$ cat config.mk
export PLATFORM = sky130hd
export DESIGN_NAME = ir_pulse_frame_decoder_top
export DESIGN_NICKNAME = d
export VERILOG_FILES = /design/src/hw/rtl/irpfd_pkg.sv /design/src/hw/rtl/ir_pulse_frame_decoder_top.sv
export SDC_FILE = /design/constraint.sdc
export NUM_CORES = 1
export LEC_CHECK = 0
export BUFFER_PORTS_ARGS = -buffer_cell sky130_fd_sc_hd__buf_2
export CAP_MARGIN = 20
export CORE_MARGIN = 1
export CORE_UTILIZATION = 35
export CTS_CLUSTER_SIZE = 25
export DETAILED_ROUTE_END_ITERATION = 6
export GPL_TIMING_DRIVEN = 0
export PLACE_DENSITY_LB_ADDON = 0.08
export SETUP_SLACK_MARGIN = 0.15
export SLEW_MARGIN = 10
export SYNTH_ARGS = -nofsm -noshare
export SYNTH_HDL_FRONTEND = slang
export SYNTH_SLANG_ARGS = --single-unit
$ cat constraint.sdc
create_clock -name clk -period 7.1 [get_ports clk]
set_input_delay 0.355 -clock clk [delete_from_list [all_inputs] [get_ports clk]]
set_output_delay 0.355 -clock clk [all_outputs]
set_load 0.02 [all_outputs]
$ cat src/hw/rtl/irpfd_pkg.sv
// Package: item types, frame state record and codes for the IR pulse frame decoder.
`default_nettype none

package irpfd_pkg;

  // Field widths
  localparam int unsigned US_W    = 20;
  localparam int unsigned CMD_W   = 8;
  localparam int unsigned IDX_W   = 6;
  localparam int unsigned LED_W   = 3;
  localparam int unsigned REG_IDX_W = 3;

  // Frame layout
  localparam int unsigned FRAME_EDGES_DEF = 50;
  localparam int unsigned CMD_FIRST_EDGE  = 17;

  // Register reset values
  localparam logic [US_W-1:0] LEADER_MIN_RST  = 20'd1000;
  localparam logic [US_W-1:0] LEADER_MAX_RST  = 20'd16000;
  localparam logic [US_W-1:0] ONE_BIT_MIN_RST = 20'd2000;
  localparam logic [US_W-1:0] ONE_BIT_MAX_RST = 20'd2400;

  // Register indexes
  localparam logic [REG_IDX_W-1:0] REG_LEADER_MIN  = 3'd0;
  localparam logic [REG_IDX_W-1:0] REG_LEADER_MAX  = 3'd1;
  localparam logic [REG_IDX_W-1:0] REG_ONE_BIT_MIN = 3'd2;
  localparam logic [REG_IDX_W-1:0] REG_ONE_BIT_MAX = 3'd3;

  // Opcodes
  localparam logic OP_EDGE    = 1'b0;
  localparam logic OP_TIMEOUT = 1'b1;

  // Commands
  localparam logic [CMD_W-1:0] CMD_ALL_OFF  = 8'd2;
  localparam logic [CMD_W-1:0] CMD_ALL_ON   = 8'd3;
  localparam logic [CMD_W-1:0] CMD_RED_ON   = 8'd4;
  localparam logic [CMD_W-1:0] CMD_GREEN_ON = 8'd5;
  localparam logic [CMD_W-1:0] CMD_BLUE_ON  = 8'd6;

  typedef struct packed {
    logic            opcode;
    logic [US_W-1:0] elapsed_us;
  } ev_item_t;

  typedef struct packed {
    logic             frame_valid;
    logic [CMD_W-1:0] command;
    logic             red_on;
    logic             green_on;
    logic             blue_on;
  } res_item_t;

  // One memory word: the whole decoder state
  typedef struct packed {
    logic             frame_started;
    logic [IDX_W-1:0] edge_index;
    logic [US_W-1:0]  leader_interval;
    logic [CMD_W-1:0] command_bits;
    logic [LED_W-1:0] led_bits;
  } frame_state_t;

endpackage

`default_nettype wire

$ cat src/hw/rtl/ir_pulse_frame_decoder_top.sv
// IR pulse frame decoder: state memory with read-modify-write and a result register.
// A timeout item passes through the work stage and its result is then registered in the result register.
// Throughput: one item per cycle while no timeout is held; the state word sits in a one-entry memory
// read at accept and written back from the work stage, with forwarding of that write.
// A timeout waits in the work stage only while the result register is full and stalled.
// Reset (rst, synchronous): state reads as zero, registers take defaults, no item in flight.
`default_nettype none

module ir_pulse_frame_decoder_top #(
  parameter int unsigned FRAME_EDGES = irpfd_pkg::FRAME_EDGES_DEF
) (
  input  wire                                   clk,
  input  wire                                   rst,
  input  wire                                   ev_valid,
  output logic                                  ev_stall,
  input  irpfd_pkg::ev_item_t                   ev_item,
  output logic                                  res_valid,
  input  wire                                   res_stall,
  output irpfd_pkg::res_item_t                  res_item,
  input  wire                                   cfg_valid,
  output logic                                  cfg_ready,
  input  wire  [irpfd_pkg::REG_IDX_W-1:0]       cfg_index,
  input  wire  [irpfd_pkg::US_W-1:0]            cfg_data
);
  import irpfd_pkg::*;

  // Configuration registers
  logic [US_W-1:0] leader_min;
  logic [US_W-1:0] leader_max;
  logic [US_W-1:0] one_bit_min;
  logic [US_W-1:0] one_bit_max;

  // State memory and its read port
  frame_state_t mem [0:0];
  logic         mem_ok;
  frame_state_t rd_q;
  logic         rd_ok_q;
  frame_state_t fwd_q;
  logic         fwd_sel;

  // Work stage
  logic         s1_valid;
  ev_item_t     s1_item;
  logic         s1_hold;
  logic         s1_adv;
  logic         ev_accept;

  frame_state_t st_cur;
  frame_state_t st_next;
  logic         leader_ok;
  logic         bit_one;
  logic [IDX_W-1:0] bit_off;
  logic [CMD_W-1:0] cmd;
  res_item_t    res_next;

  assign cfg_ready = 1'b1;

  // Hold a timeout while the result register cannot take it
  assign s1_hold   = s1_valid && (s1_item.opcode == OP_TIMEOUT) && res_valid && res_stall;
  assign s1_adv    = s1_valid && !s1_hold;
  assign ev_stall  = s1_hold;
  assign ev_accept = ev_valid && !ev_stall;

  // Write configuration
  always_ff @(posedge clk) begin
    if (rst) begin
      leader_min  <= LEADER_MIN_RST;
      leader_max  <= LEADER_MAX_RST;
      one_bit_min <= ONE_BIT_MIN_RST;
      one_bit_max <= ONE_BIT_MAX_RST;
    end else if (cfg_valid && cfg_ready) begin
      case (cfg_index)
        REG_LEADER_MIN:  leader_min  <= cfg_data;
        REG_LEADER_MAX:  leader_max  <= cfg_data;
        REG_ONE_BIT_MIN: one_bit_min <= cfg_data;
        REG_ONE_BIT_MAX: one_bit_max <= cfg_data;
        default: ;
      endcase
    end
  end

  // Advance the work stage
  always_ff @(posedge clk) begin
    if (rst) begin
      s1_valid <= 1'b0;
    end else if (!s1_hold) begin
      s1_valid <= ev_valid;
    end
  end

  always_ff @(posedge clk) begin
    if (ev_accept) begin
      s1_item <= ev_item;
    end
  end

  // Read the state word at accept; note a write-back at the same edge
  always_ff @(posedge clk) begin
    if (ev_accept) begin
      rd_q    <= mem[0];
      rd_ok_q <= mem_ok;
      fwd_sel <= s1_adv;
    end
  end

  // Write back the updated state word
  always_ff @(posedge clk) begin
    if (s1_adv) begin
      mem[0] <= st_next;
      fwd_q  <= st_next;
    end
  end

  always_ff @(posedge clk) begin
    if (rst) begin
      mem_ok <= 1'b0;
    end else if (s1_adv) begin
      mem_ok <= 1'b1;
    end
  end

  // Pick forwarded, stored or reset state
  always_comb begin
    if (fwd_sel) begin
      st_cur = fwd_q;
    end else if (rd_ok_q) begin
      st_cur = rd_q;
    end else begin
      st_cur = '0;
    end
  end

  // Modify the state word
  always_comb begin
    st_next   = st_cur;
    leader_ok = (st_cur.leader_interval >= leader_min) &&
                (st_cur.leader_interval <= leader_max);
    bit_one   = (s1_item.elapsed_us >= one_bit_min) &&
                (s1_item.elapsed_us <= one_bit_max);
    bit_off   = st_cur.edge_index - IDX_W'(CMD_FIRST_EDGE);
    cmd       = leader_ok ? st_cur.command_bits : '0;
    res_next  = '0;
    if (s1_item.opcode == OP_EDGE) begin
      if (!st_cur.frame_started) begin
        st_next.frame_started = 1'b1;
      end else if (st_cur.edge_index < IDX_W'(FRAME_EDGES)) begin
        if (st_cur.edge_index == '0) begin
          st_next.leader_interval = s1_item.elapsed_us;
        end
        if ((st_cur.edge_index >= IDX_W'(CMD_FIRST_EDGE)) &&
            (st_cur.edge_index < IDX_W'(CMD_FIRST_EDGE + CMD_W))) begin
          st_next.command_bits[bit_off[2:0]] = bit_one;
        end
        st_next.edge_index = st_cur.edge_index + 1'b1;
      end
    end else begin
      if (leader_ok) begin
        case (cmd)
          CMD_ALL_ON:   st_next.led_bits = '1;
          CMD_ALL_OFF:  st_next.led_bits = '0;
          CMD_RED_ON:   st_next.led_bits[0] = 1'b1;
          CMD_GREEN_ON: st_next.led_bits[1] = 1'b1;
          CMD_BLUE_ON:  st_next.led_bits[2] = 1'b1;
          default: ;
        endcase
      end
      res_next.frame_valid = leader_ok;
      res_next.command     = cmd;
      res_next.red_on      = st_next.led_bits[0];
      res_next.green_on    = st_next.led_bits[1];
      res_next.blue_on     = st_next.led_bits[2];
      // Clear the frame, keep the LED lines
      st_next.frame_started   = 1'b0;
      st_next.edge_index      = '0;
      st_next.leader_interval = '0;
      st_next.command_bits    = '0;
    end
  end

  // Result register
  always_ff @(posedge clk) begin
    if (rst) begin
      res_valid <= 1'b0;
    end else if (s1_adv && (s1_item.opcode == OP_TIMEOUT)) begin
      res_valid <= 1'b1;
      res_item  <= res_next;
    end else if (!res_stall) begin
      res_valid <= 1'b0;
    end
  end

  // Checks
  a_hold_keeps_item : assert property (@(posedge clk) disable iff (rst)
    s1_hold |=> s1_valid && (s1_item.opcode == OP_TIMEOUT))
    else $error("held timeout item lost from work stage");

  a_invalid_zero_cmd : assert property (@(posedge clk) disable iff (rst)
    res_valid && !res_item.frame_valid |-> res_item.command == '0)
    else $error("invalid frame carries a nonzero command");

  a_reset_empty : assert property (@(posedge clk)
    rst |=> !res_valid && !s1_valid && !mem_ok)
    else $error("pipeline not empty after reset");

  a_fwd_after_write : assert property (@(posedge clk) disable iff (rst)
    ev_accept && s1_adv |=> fwd_sel && (fwd_q == $past(st_next)))
    else $error("write-back not forwarded to the next item");

endmodule

`default_nettype wire
==> results of run 1 <==
## through the flow
stage | instance area (um2) | total power (W)
floorplan | 9480 | 0.00146
global placement | 10200 | 0.00156
detailed placement | 10300 | 0.00156
CTS | 10900 | 0.00255
global route | 10900 | 0.00262
finish | 10900 | 0.00252
## synth_stat cells, drive strengths merged (3+ instances only)
cell | count | area, um2
nand3 | 8 | 40.0
nand2b | 3 | 18.8
a211oi | 5 | 42.5
a21o | 8 | 60.1
ha | 84 | 1050
or4 | 3 | 22.5
and4 | 3 | 26.3
nor2 | 45 | 169
a22oi | 20 | 179
nor3b | 3 | 27.5
and2 | 3 | 18.8
a41o | 6 | 60.1
nor2b | 8 | 50.1
xnor2 | 4 | 35.0
a311oi | 6 | 52.6
buf | 11 | 72.6
clkbuf | 32 | 120
o21ai | 21 | 105
nor3 | 9 | 45.0
o211ai | 24 | 180
a22o | 19 | 166
nand4 | 11 | 68.8
edfxtp | 111 | 3330
inv | 87 | 327
nand2 | 166 | 623
dfxtp | 83 | 1660
nor4 | 3 | 31.3
o21a | 6 | 45.0
a21oi | 85 | 425
mux2i | 20 | 200
## cell usage in the layout, fill, tap and decap left out, types with 8 or more instances in the layout
| cell type | netlist | final |
|---|---|---|
| o21ai_0 | 20 | 20 |
| ha_1 | 84 | 84 |
| dfxtp_1 | 83 | 83 |
| nor3_1 | 9 | 9 |
| a22o_1 | 19 | 19 |
| clkbuf_1 | 32 | 32 |
| o211ai_1 | 24 | 24 |
| a21oi_1 | 85 | 85 |
| clkbuf_16 | 0 | 17 |
| buf_2 | 4 | 64 |
| edfxtp_1 | 111 | 111 |
| nand3_1 | 8 | 8 |
| nand2_1 | 166 | 166 |
| nor2b_1 | 8 | 8 |
| a22oi_1 | 16 | 16 |
| nand4_1 | 11 | 11 |
| mux2i_1 | 20 | 20 |
| nor2_1 | 45 | 45 |
| a21o_1 | 8 | 8 |
| inv_1 | 87 | 87 |
## where the power goes
group          switching, W  internal [W]  leakage, nW  total (W)
clock              0.000500      0.000479        0.291   0.000979
combinational      0.000176     0.0000994         2.27   0.000276
sequential        0.0000262       0.00124         1.76    0.00126
## worst reg2reg max path: stages (launching register included)
cell       delay (ns)
edfxtp_1         0.50
nor2b_1          0.21
buf_6            0.19
buf_2            0.25
buf_1            0.48
a22o_1           0.31
ha_1             0.28
a21oi_1          0.15
o21ai_1          0.11
a221o_1          0.41
a2111oi_2        0.56
o211ai_1         0.28
buf_2            0.26
nor3_1           0.23
o21ai_0          0.14
## flip-flops by register name, summed over array words and instances, names as in the netlist
signal       count
fwd_sel          1
rd_q            38
fwd_q           33
rd_ok_q          1
res_valid        1
s1_item         21
leader_max      20
one_bit_min     20
res_item        12
s1_valid         1
mem_ok           1
mem              5
leader_min      20
one_bit_max     20
## how the worst max path moves through the flow
stage / end / slack, ns
after global routing: fwd_q[0] / 2.05
final: fwd_q[0] / 2.47
after detailed placement: fwd_q[0] / 2.46
after CTS: fwd_q[0] / 2.45
after global placement: fwd_q[0] / 2.49
after floorplan: fwd_q[0] / 3.57
## final cells by class
| cell class | instances | area [um2] | share of cell area |
|---|---|---|---|
| sequential | 194 | 4990 | 0.459 |
| multi-input combinational | 600 | 3970 | 0.366 |
| inverter | 87 | 327 | 0.0300 |
| clock inverter | 15 | 183 | 0.0168 |
| buffer | 43 | 193 | 0.0177 |
| clock buffer | 17 | 425 | 0.0391 |
| tap | 335 | 419 | 0.0386 |
| timing repair buffer | 64 | 355 | 0.0327 |
## kinds of logic after synthesis
group | share of synthesized area
AO/OA/AOI/OAI | 0.154
XOR/XNOR | 0.00462
adder cells (fa/ha/maj) | 0.111
buffers and inverters | 0.0548
flip-flops | 0.527
multiplexers | 0.0235
other | 0.000396
AND/OR/NAND/NOR | 0.125
## per-layer routing
layer / vias to the layer above / share of wire / wire length [um]
li1: 3478 / - / -
met1: 3235 / 0.51 / 12700
met2: 108 / 0.45 / 11100
met3: 13 / 0.032 / 798
met4: 0 / 0.0097 / 240
met5: - / 0 / 0
==> metrics.txt, run 1 <==
# TYPE chip_impl_metric gauge
chip_impl_metric{name="cts.sink_count",unit=""} 194
chip_impl_metric{name="drt-total-wl",unit="um"} 24800
chip_impl_info{name="crit_chain",value="nor2b_1, buf_6, buf_2, buf_1, a22o_1, ha_1, a21oi_1, o21ai_1, a221o_1, a2111oi_2, o211ai_1, buf_2, nor3_1, o21ai_0"} 1
chip_impl_metric{name="gr-usage-met1",unit=""} 0.264
chip_impl_info{name="crit_path_frequent_cell",value="buf_2"} 1
chip_impl_metric{name="detail_route.wl_per_cell",unit="um"} 18.3
chip_impl_metric{name="place_worst_setup_slack",unit="ns"} 2.46
chip_impl_metric{name="start_util",unit=""} 0.361
chip_impl_metric{name="cts_inserted_buffers",unit=""} 17
chip_impl_info{name="grt_setup_unrepaired",value="false"} 1
chip_impl_metric{name="post_layout_nonfiller_instances",unit=""} 1355
chip_impl_metric{name="synth_edf_count",unit=""} 111
chip_impl_metric{name="cp_num_buf_inv",unit=""} 4
chip_impl_metric{name="dr.pass1.iters",unit=""} 7
chip_impl_metric{name="reported_leakage_power",unit="nW"} 4.32
chip_impl_info{name="crit_slowest_cell",value="a2111oi_2"} 1
chip_impl_metric{name="vdd_drop_max",unit="mV"} 0.143
chip_impl_metric{name="die-area",unit="um2"} 27700
chip_impl_info{name="worstSetupStartpoint",value="fwd_sel"} 1
chip_impl_metric{name="worst_skew_pair.late_latency",unit="ns"} 0.45
chip_impl_info{name="violations",value="design-rule violations"} 1
chip_impl_metric{name="layout_setup_ws",unit="ns"} 2.47
chip_impl_metric{name="crit_path_max_fanout",unit=""} 10
chip_impl_info{name="tritoncts_clock_tree",value="yes"} 1
chip_impl_metric{name="grt_pass1_wl",unit="um"} 38200
chip_impl_metric{name="synth-seq-cells",unit=""} 194
chip_impl_metric{name="fp-row-count",unit=""} 59
chip_impl_info{name="cts.root.buffer_cell",value="clkbuf_16"} 1
chip_impl_metric{name="synth_nets",unit=""} 1057
chip_impl_info{name="result_of_the_run",value="finished with violations"} 1
chip_impl_metric{name="fin_worst_hold_slack",unit="ns"} 0.0818
chip_impl_metric{name="r2r.worst_path.cells",unit=""} 14
chip_impl_metric{name="seq_area_frac_synth",unit=""} 0.527
chip_impl_metric{name="detail-route-antenna-nets",unit=""} 0
chip_impl_metric{name="dp_hpwl",unit="um"} 18400
chip_impl_metric{name="final-hold-violation-count",unit=""} 0
chip_impl_metric{name="area_growth",unit="%"} 14.7
chip_impl_metric{name="placed_cells_incl_taps",unit=""} 1323
chip_impl_metric{name="number_of_global_route_vias_before_repair",unit=""} 6428
chip_impl_metric{name="final.setup.tns",unit="ns"} 0
chip_impl_metric{name="viasPerCell",unit=""} 5.04
chip_impl_info{name="timing.rr.end",value="fwd_q[0]"} 1
chip_impl_info{name="startpoint_type",value="flip-flop"} 1
chip_impl_info{name="hp-start",value="ev_item[2]"} 1
chip_impl_metric{name="layout_min_cycle_time",unit="ns"} 4.63
chip_impl_metric{name="final_core_util",unit=""} 0.414
chip_impl_info{name="hold_path_class",value="input pin to flip-flop"} 1
chip_impl_info{name="setup.worst_path.end_class",value="flip-flop"} 1
chip_impl_info{name="criticalPathCategory",value="flip-flop to flip-flop"} 1
chip_impl_metric{name="worst_slew_pin_slew",unit="ns"} 0.969
chip_impl_metric{name="maxCapViolations",unit=""} 0
chip_impl_metric{name="setup-violations-final",unit=""} 0
chip_impl_metric{name="worst_clock_skew_on_the_final_layout",unit="ns"} 0.0186
chip_impl_metric{name="max_freq",unit="MHz"} 216
chip_impl_metric{name="design.final.nets",unit=""} 1140
chip_impl_metric{name="async_set_reset_flop_share_out_of_synthesis",unit=""} 0
chip_impl_metric{name="detail_route.iter0.violations",unit=""} 492
chip_impl_metric{name="antennaDiodeCount",unit=""} 0
chip_impl_metric{name="place.gp.congestion",unit=""} 0.791
chip_impl_metric{name="slowest_delay",unit="ns"} 0.56
chip_impl_info{name="postSynth.topFlopCell",value="edfxtp_1"} 1
chip_impl_metric{name="timing.critical_path.arrival",unit="ns"} 4.82
chip_impl_metric{name="final.fill_count",unit=""} 2604
chip_impl_metric{name="die_w",unit="um"} 167
chip_impl_metric{name="syn_area",unit="um2"} 9480
chip_impl_metric{name="place.port_buffers",unit=""} 60
chip_impl_metric{name="synth-warning-count",unit=""} 0
chip_impl_metric{name="grt_antenna_before_repair",unit=""} 0
chip_impl_metric{name="report.final.slew_viol_count",unit=""} 0
chip_impl_metric{name="top_level_ports",unit=""} 64
chip_impl_metric{name="die_y",unit="um"} 167
chip_impl_metric{name="synth_cell_types",unit=""} 58
chip_impl_metric{name="final_layout_size_suffix_gt1_frac",unit=""} 0.117
chip_impl_metric{name="groute.usage.overall",unit=""} 0.183
chip_impl_info{name="hold-path-endpoint",value="s1_item[2]"} 1
chip_impl_metric{name="holdBufCountCts",unit=""} 0
chip_impl_metric{name="ctsResizeCount",unit=""} 0
chip_impl_metric{name="cts.reportedPaths.clkPinSlew",unit="ns"} 0.08
chip_impl_metric{name="min_path_cells",unit=""} 1
chip_impl_info{name="layer_with_the_highest_usage_after_global_routing",value="met2"} 1
chip_impl_metric{name="largest_net_degree_at_the_start_of_global_routing",unit=""} 34
chip_impl_info{name="reg2reg_start",value="fwd_sel"} 1
chip_impl_metric{name="grtUsageMet2",unit=""} 0.287
chip_impl_metric{name="pwr_density_cell",unit="nW/um2"} 231
chip_impl_metric{name="critical_path_cell_count",unit=""} 14
chip_impl_metric{name="timing.slew.headroom",unit=""} 0.349
chip_impl_metric{name="globalRoute.totalOverflow",unit=""} 0
chip_impl_metric{name="timing.critical_path.required",unit="ns"} 7.28
chip_impl_metric{name="htreeDepth",unit=""} 4
chip_impl_metric{name="regToRegSetupSlack",unit="ns"} 2.47
chip_impl_metric{name="post_synth.cell_area_avg",unit="um2"} 10.3
chip_impl_metric{name="dr_total_vias",unit=""} 6834
chip_impl_info{name="worst_path_dominant_cell_family",value="compound AO/OA/AOI/OAI gates"} 1
chip_impl_metric{name="core_area",unit="um2"} 26300
chip_impl_metric{name="cts.repair_timing.setup_buffer_count",unit=""} 0
chip_impl_metric{name="period_share",unit=""} 0.653
chip_impl_metric{name="globalRouteMet3Util",unit=""} 0.0304
chip_impl_metric{name="syn_inst",unit=""} 924
chip_impl_metric{name="clk_path_buf_depth",unit=""} 2
chip_impl_metric{name="route.detailed.drc",unit=""} 3
Power figures use the tool's default switching activity.
==> run 2: changes to the inputs <==
Settings changed: ABC_AREA from default to 1.
Clock period 7.1 ns to 4.8 ns, I/O delays scaled along.
==> run 2 against run 1 <==
  * The run still ends with design-rule violations left
  * Via count is 5.5% higher
  * Critical endpoint is now mem[0][2]
  * Critical path type unchanged
  * Clock skew is 0.0038 ns lower
  * Sequential share of layout area is 1.3 points lower
  * First-iteration DRC count is 1.6% lower
  * Design area is 2.9% higher
  * Setup slack worse by 1.3 ns
  * Clock-buffer cell count stayed put
==> metrics.txt, run 2 <==
# TYPE chip_impl_metric gauge
chip_impl_metric{name="clk_path_buf_depth",unit=""} 2
chip_impl_metric{name="dr_total_vias",unit=""} 7208
chip_impl_metric{name="dr.pass1.iters",unit=""} 7
chip_impl_info{name="setup.worst_path.end_class",value="flip-flop"} 1
chip_impl_metric{name="final.fill_count",unit=""} 2681
chip_impl_metric{name="synth_edf_count",unit=""} 111
chip_impl_metric{name="worst_slew_pin_slew",unit="ns"} 0.800
chip_impl_metric{name="pwr_density_cell",unit="nW/um2"} 337
chip_impl_info{name="crit_chain",value="nor2_2, buf_6, buf_2, clkbuf_1, a22oi_1, inv_1, ha_1, nand2_1, nor2_1, nand2_1, nor2_1, nand2_1, nand4_1, nand2_1, nor2_1, nand3_1, nand3_1, nand3_1"} 1
chip_impl_metric{name="crit_path_max_fanout",unit=""} 10
chip_impl_metric{name="final-seq-area",unit="um2"} 4990
chip_impl_metric{name="design.final.nets",unit=""} 1264
chip_impl_metric{name="place.port_buffers",unit=""} 61
chip_impl_info{name="synth_most_common_cell",value="nand2_1"} 1
chip_impl_metric{name="detail-route-antenna-nets",unit=""} 0
chip_impl_metric{name="detail_route.iter0.violations",unit=""} 484
chip_impl_metric{name="die_y",unit="um"} 167
chip_impl_info{name="worst_path_dominant_cell_family",value="simple AND/OR/NAND/NOR gates"} 1
chip_impl_metric{name="largest_register_ff_count",unit=""} 38
chip_impl_info{name="tritoncts_clock_tree",value="yes"} 1
chip_impl_info{name="result_of_the_run",value="finished with violations"} 1
chip_impl_metric{name="top_level_ports",unit=""} 64
chip_impl_info{name="crit_slowest_cell",value="edfxtp_1"} 1
chip_impl_metric{name="groute.usage.overall",unit=""} 0.193
chip_impl_info{name="criticalPathCategory",value="flip-flop to flip-flop"} 1
chip_impl_info{name="final_cell_mix",value="nand2_1 (151), inv_1 (148), a21oi_1 (123), edfxtp_1 (111), o21ai_0 (93)"} 1
chip_impl_metric{name="maxCapViolations",unit=""} 0
chip_impl_metric{name="start_util",unit=""} 0.356
chip_impl_metric{name="dp_hpwl",unit="um"} 19900
chip_impl_metric{name="drt-total-wl",unit="um"} 26000
chip_impl_info{name="layout_top_registers",value="rd_q (38), fwd_q (33), s1_item (21)"} 1
chip_impl_metric{name="timing.critical_path.required",unit="ns"} 4.98
chip_impl_metric{name="die_w",unit="um"} 167
chip_impl_metric{name="place.gp.congestion",unit=""} 0.832
chip_impl_metric{name="syn_area",unit="um2"} 9570
chip_impl_metric{name="report.final.slew_viol_count",unit=""} 0
chip_impl_metric{name="final_design_area_no_fill",unit="um2"} 11200
chip_impl_info{name="grt_setup_unrepaired",value="false"} 1
chip_impl_metric{name="grt_pass1_wl",unit="um"} 40500
chip_impl_info{name="crit_path_frequent_cell",value="nand2_1"} 1
chip_impl_metric{name="setup-violations-final",unit=""} 0
chip_impl_metric{name="timing.critical_path.arrival",unit="ns"} 3.86
chip_impl_metric{name="die-area",unit="um2"} 28000
chip_impl_metric{name="htreeDepth",unit=""} 4
chip_impl_metric{name="async_set_reset_flop_share_out_of_synthesis",unit=""} 0
chip_impl_metric{name="cts.repair_timing.setup_buffer_count",unit=""} 0
chip_impl_info{name="mostFrequentLayoutCell",value="nand2_1"} 1
chip_impl_info{name="most_area_consuming_cells_after_synthesis",value="edfxtp_1 (35%), dfxtp_1 (17%), ha_1 (11%)"} 1
chip_impl_metric{name="final_layout_size_suffix_gt1_frac",unit=""} 0.116
chip_impl_info{name="cts.root.buffer_cell",value="clkbuf_16"} 1
chip_impl_metric{name="synth_cell_types",unit=""} 40
chip_impl_metric{name="syn_inst",unit=""} 1026
chip_impl_metric{name="synth-seq-cells",unit=""} 194
chip_impl_metric{name="period_share",unit=""} 0.767
chip_impl_metric{name="layout_min_cycle_time",unit="ns"} 3.68
chip_impl_info{name="startpoint_type",value="flip-flop"} 1
chip_impl_metric{name="largest_net_degree_at_the_start_of_global_routing",unit=""} 28
chip_impl_metric{name="final-hold-violation-count",unit=""} 0
chip_impl_info{name="hold_path_class",value="input pin to flip-flop"} 1
chip_impl_metric{name="core_area",unit="um2"} 26900
chip_impl_metric{name="route.detailed.drc",unit=""} 2
chip_impl_metric{name="synth_top_area_frac",unit=""} 0.348
chip_impl_info{name="yosysTopAreaCell",value="edfxtp_1"} 1
chip_impl_info{name="postSynth.topFlopCell",value="edfxtp_1"} 1
chip_impl_metric{name="area_growth",unit="%"} 16.9
chip_impl_info{name="register_containing_the_most_flip_flops_in_the_final_layout",value="rd_q"} 1
chip_impl_metric{name="post_synth.cell_area_avg",unit="um2"} 9.33
chip_impl_metric{name="vdd_drop_max",unit="mV"} 0.212
chip_impl_metric{name="slowest_delay",unit="ns"} 0.43
chip_impl_metric{name="globalRoute.totalOverflow",unit=""} 0
chip_impl_metric{name="viasPerCell",unit=""} 4.85
chip_impl_metric{name="final_core_util",unit=""} 0.416
chip_impl_metric{name="cts.reportedPaths.clkPinSlew",unit="ns"} 0.08
chip_impl_metric{name="worst_skew_pair.late_latency",unit="ns"} 0.44
chip_impl_metric{name="fp-row-count",unit=""} 60
chip_impl_metric{name="cts.sink_count",unit=""} 194
chip_impl_metric{name="cts_inserted_buffers",unit=""} 17
chip_impl_metric{name="synth_nets",unit=""} 1159
chip_impl_metric{name="place_area",unit="um2"} 10400
chip_impl_info{name="violations",value="design-rule violations"} 1
chip_impl_metric{name="cp_num_buf_inv",unit=""} 4
chip_impl_metric{name="seq_area_frac_synth",unit=""} 0.522
chip_impl_info{name="synth.cells.most_frequent",value="nand2_1 (151), inv_1 (149), a21oi_1 (123)"} 1
chip_impl_metric{name="number_of_global_route_vias_before_repair",unit=""} 6998
chip_impl_metric{name="timing.slew.headroom",unit=""} 0.467
chip_impl_metric{name="multi_input_comb_area",unit="um2"} 3840
chip_impl_metric{name="detail_route.wl_per_cell",unit="um"} 17.5
chip_impl_metric{name="worst_clock_skew_on_the_final_layout",unit="ns"} 0.0148
chip_impl_metric{name="reported_leakage_power",unit="nW"} 4.81
chip_impl_metric{name="synth-warning-count",unit=""} 0
chip_impl_metric{name="grt_antenna_before_repair",unit=""} 0
chip_impl_metric{name="max_freq",unit="MHz"} 272
## run 2: changes by cell type after synthesis, moves of 15 or more
cell,before,now
a21oi_1,85,123
a22o_1,19,3
inv_1,87,149
mux2i_1,20,0
nand2_1,166,151
nor2_1,45,65
o21ai_0,20,93
## run 2: logic make-up after synthesis
group,synth area share
other,0.000392
XOR/XNOR,0.000915
flip-flops,0.522
buffers and inverters,0.0777
adder cells (fa/ha/maj),0.110
AO/OA/AOI/OAI,0.167
AND/OR/NAND/NOR,0.123
## run 2: final cells by class
type / count / share of cell area
Inverter: 153 / 0.0513
Buffer: 38 / 0.0151
Clock buffer: 17 / 0.0380
Antenna cell: 1 / 0.000224
Multi-Input combinational cell: 641 / 0.343
Timing Repair Buffer: 86 / 0.0528
Tap cell: 341 / 0.0381
Clock inverter: 15 / 0.0146
Sequential cell: 194 / 0.446
## run 2: report_power, final
part           total [W]  internal, W  switching, W
clock            0.00144     0.000718      0.000718
sequential       0.00187      0.00184     0.0000350
combinational   0.000469     0.000163      0.000307
total            0.00378      0.00272       0.00106
## run 2: per-layer routing
metal | routed length, um | share of wire | global-route usage
met3 | 605 | 0.023 | 0.0277
met4 | 664 | 0.026 | 0.0714
met5 | 0 | 0 | 0
met1 | 12700 | 0.49 | 0.261
met2 | 12100 | 0.46 | 0.315
## run 2: per-stage QoR
stage          cells  power [W]  TNS, ns  hold slack (ns)  setup slack (ns)
4_1_cts         1485    0.00382        0           0.0612              1.04
6_report        1486    0.00378        0           0.0764              1.12
5_1_grt         1485    0.00395        0           0.0803             0.698
2_1_floorplan   1026    0.00220        0            0.339              1.13
3_5_place_dp    1432    0.00237        0            0.418              1.06
3_3_place_gp    1428    0.00236   -26.67            0.416            -0.445
## run 2: path summary, 6_finish.rpt
check	startpoint	to	slack (ns)	cells past startpoint
worst max-delay path	fwd_sel	mem[0][2]	1.12	18
worst min-delay path	cfg_data[6]	leader_min[6]	0.08	3
worst max register to register	fwd_sel	mem[0][2]	1.12	18
worst min register to register	mem_ok	rd_ok_q	0.44	0
## run 2: repair_timing
item	CTS	global route
resized for setup	0	0
endpoints found under the hold margin	21	0
hold buffers	21	0
## run 2: worst min-delay path: stages
cell and delay (ns):
buf_2 0.12, nand2_1 0.06, o211ai_1 0.06
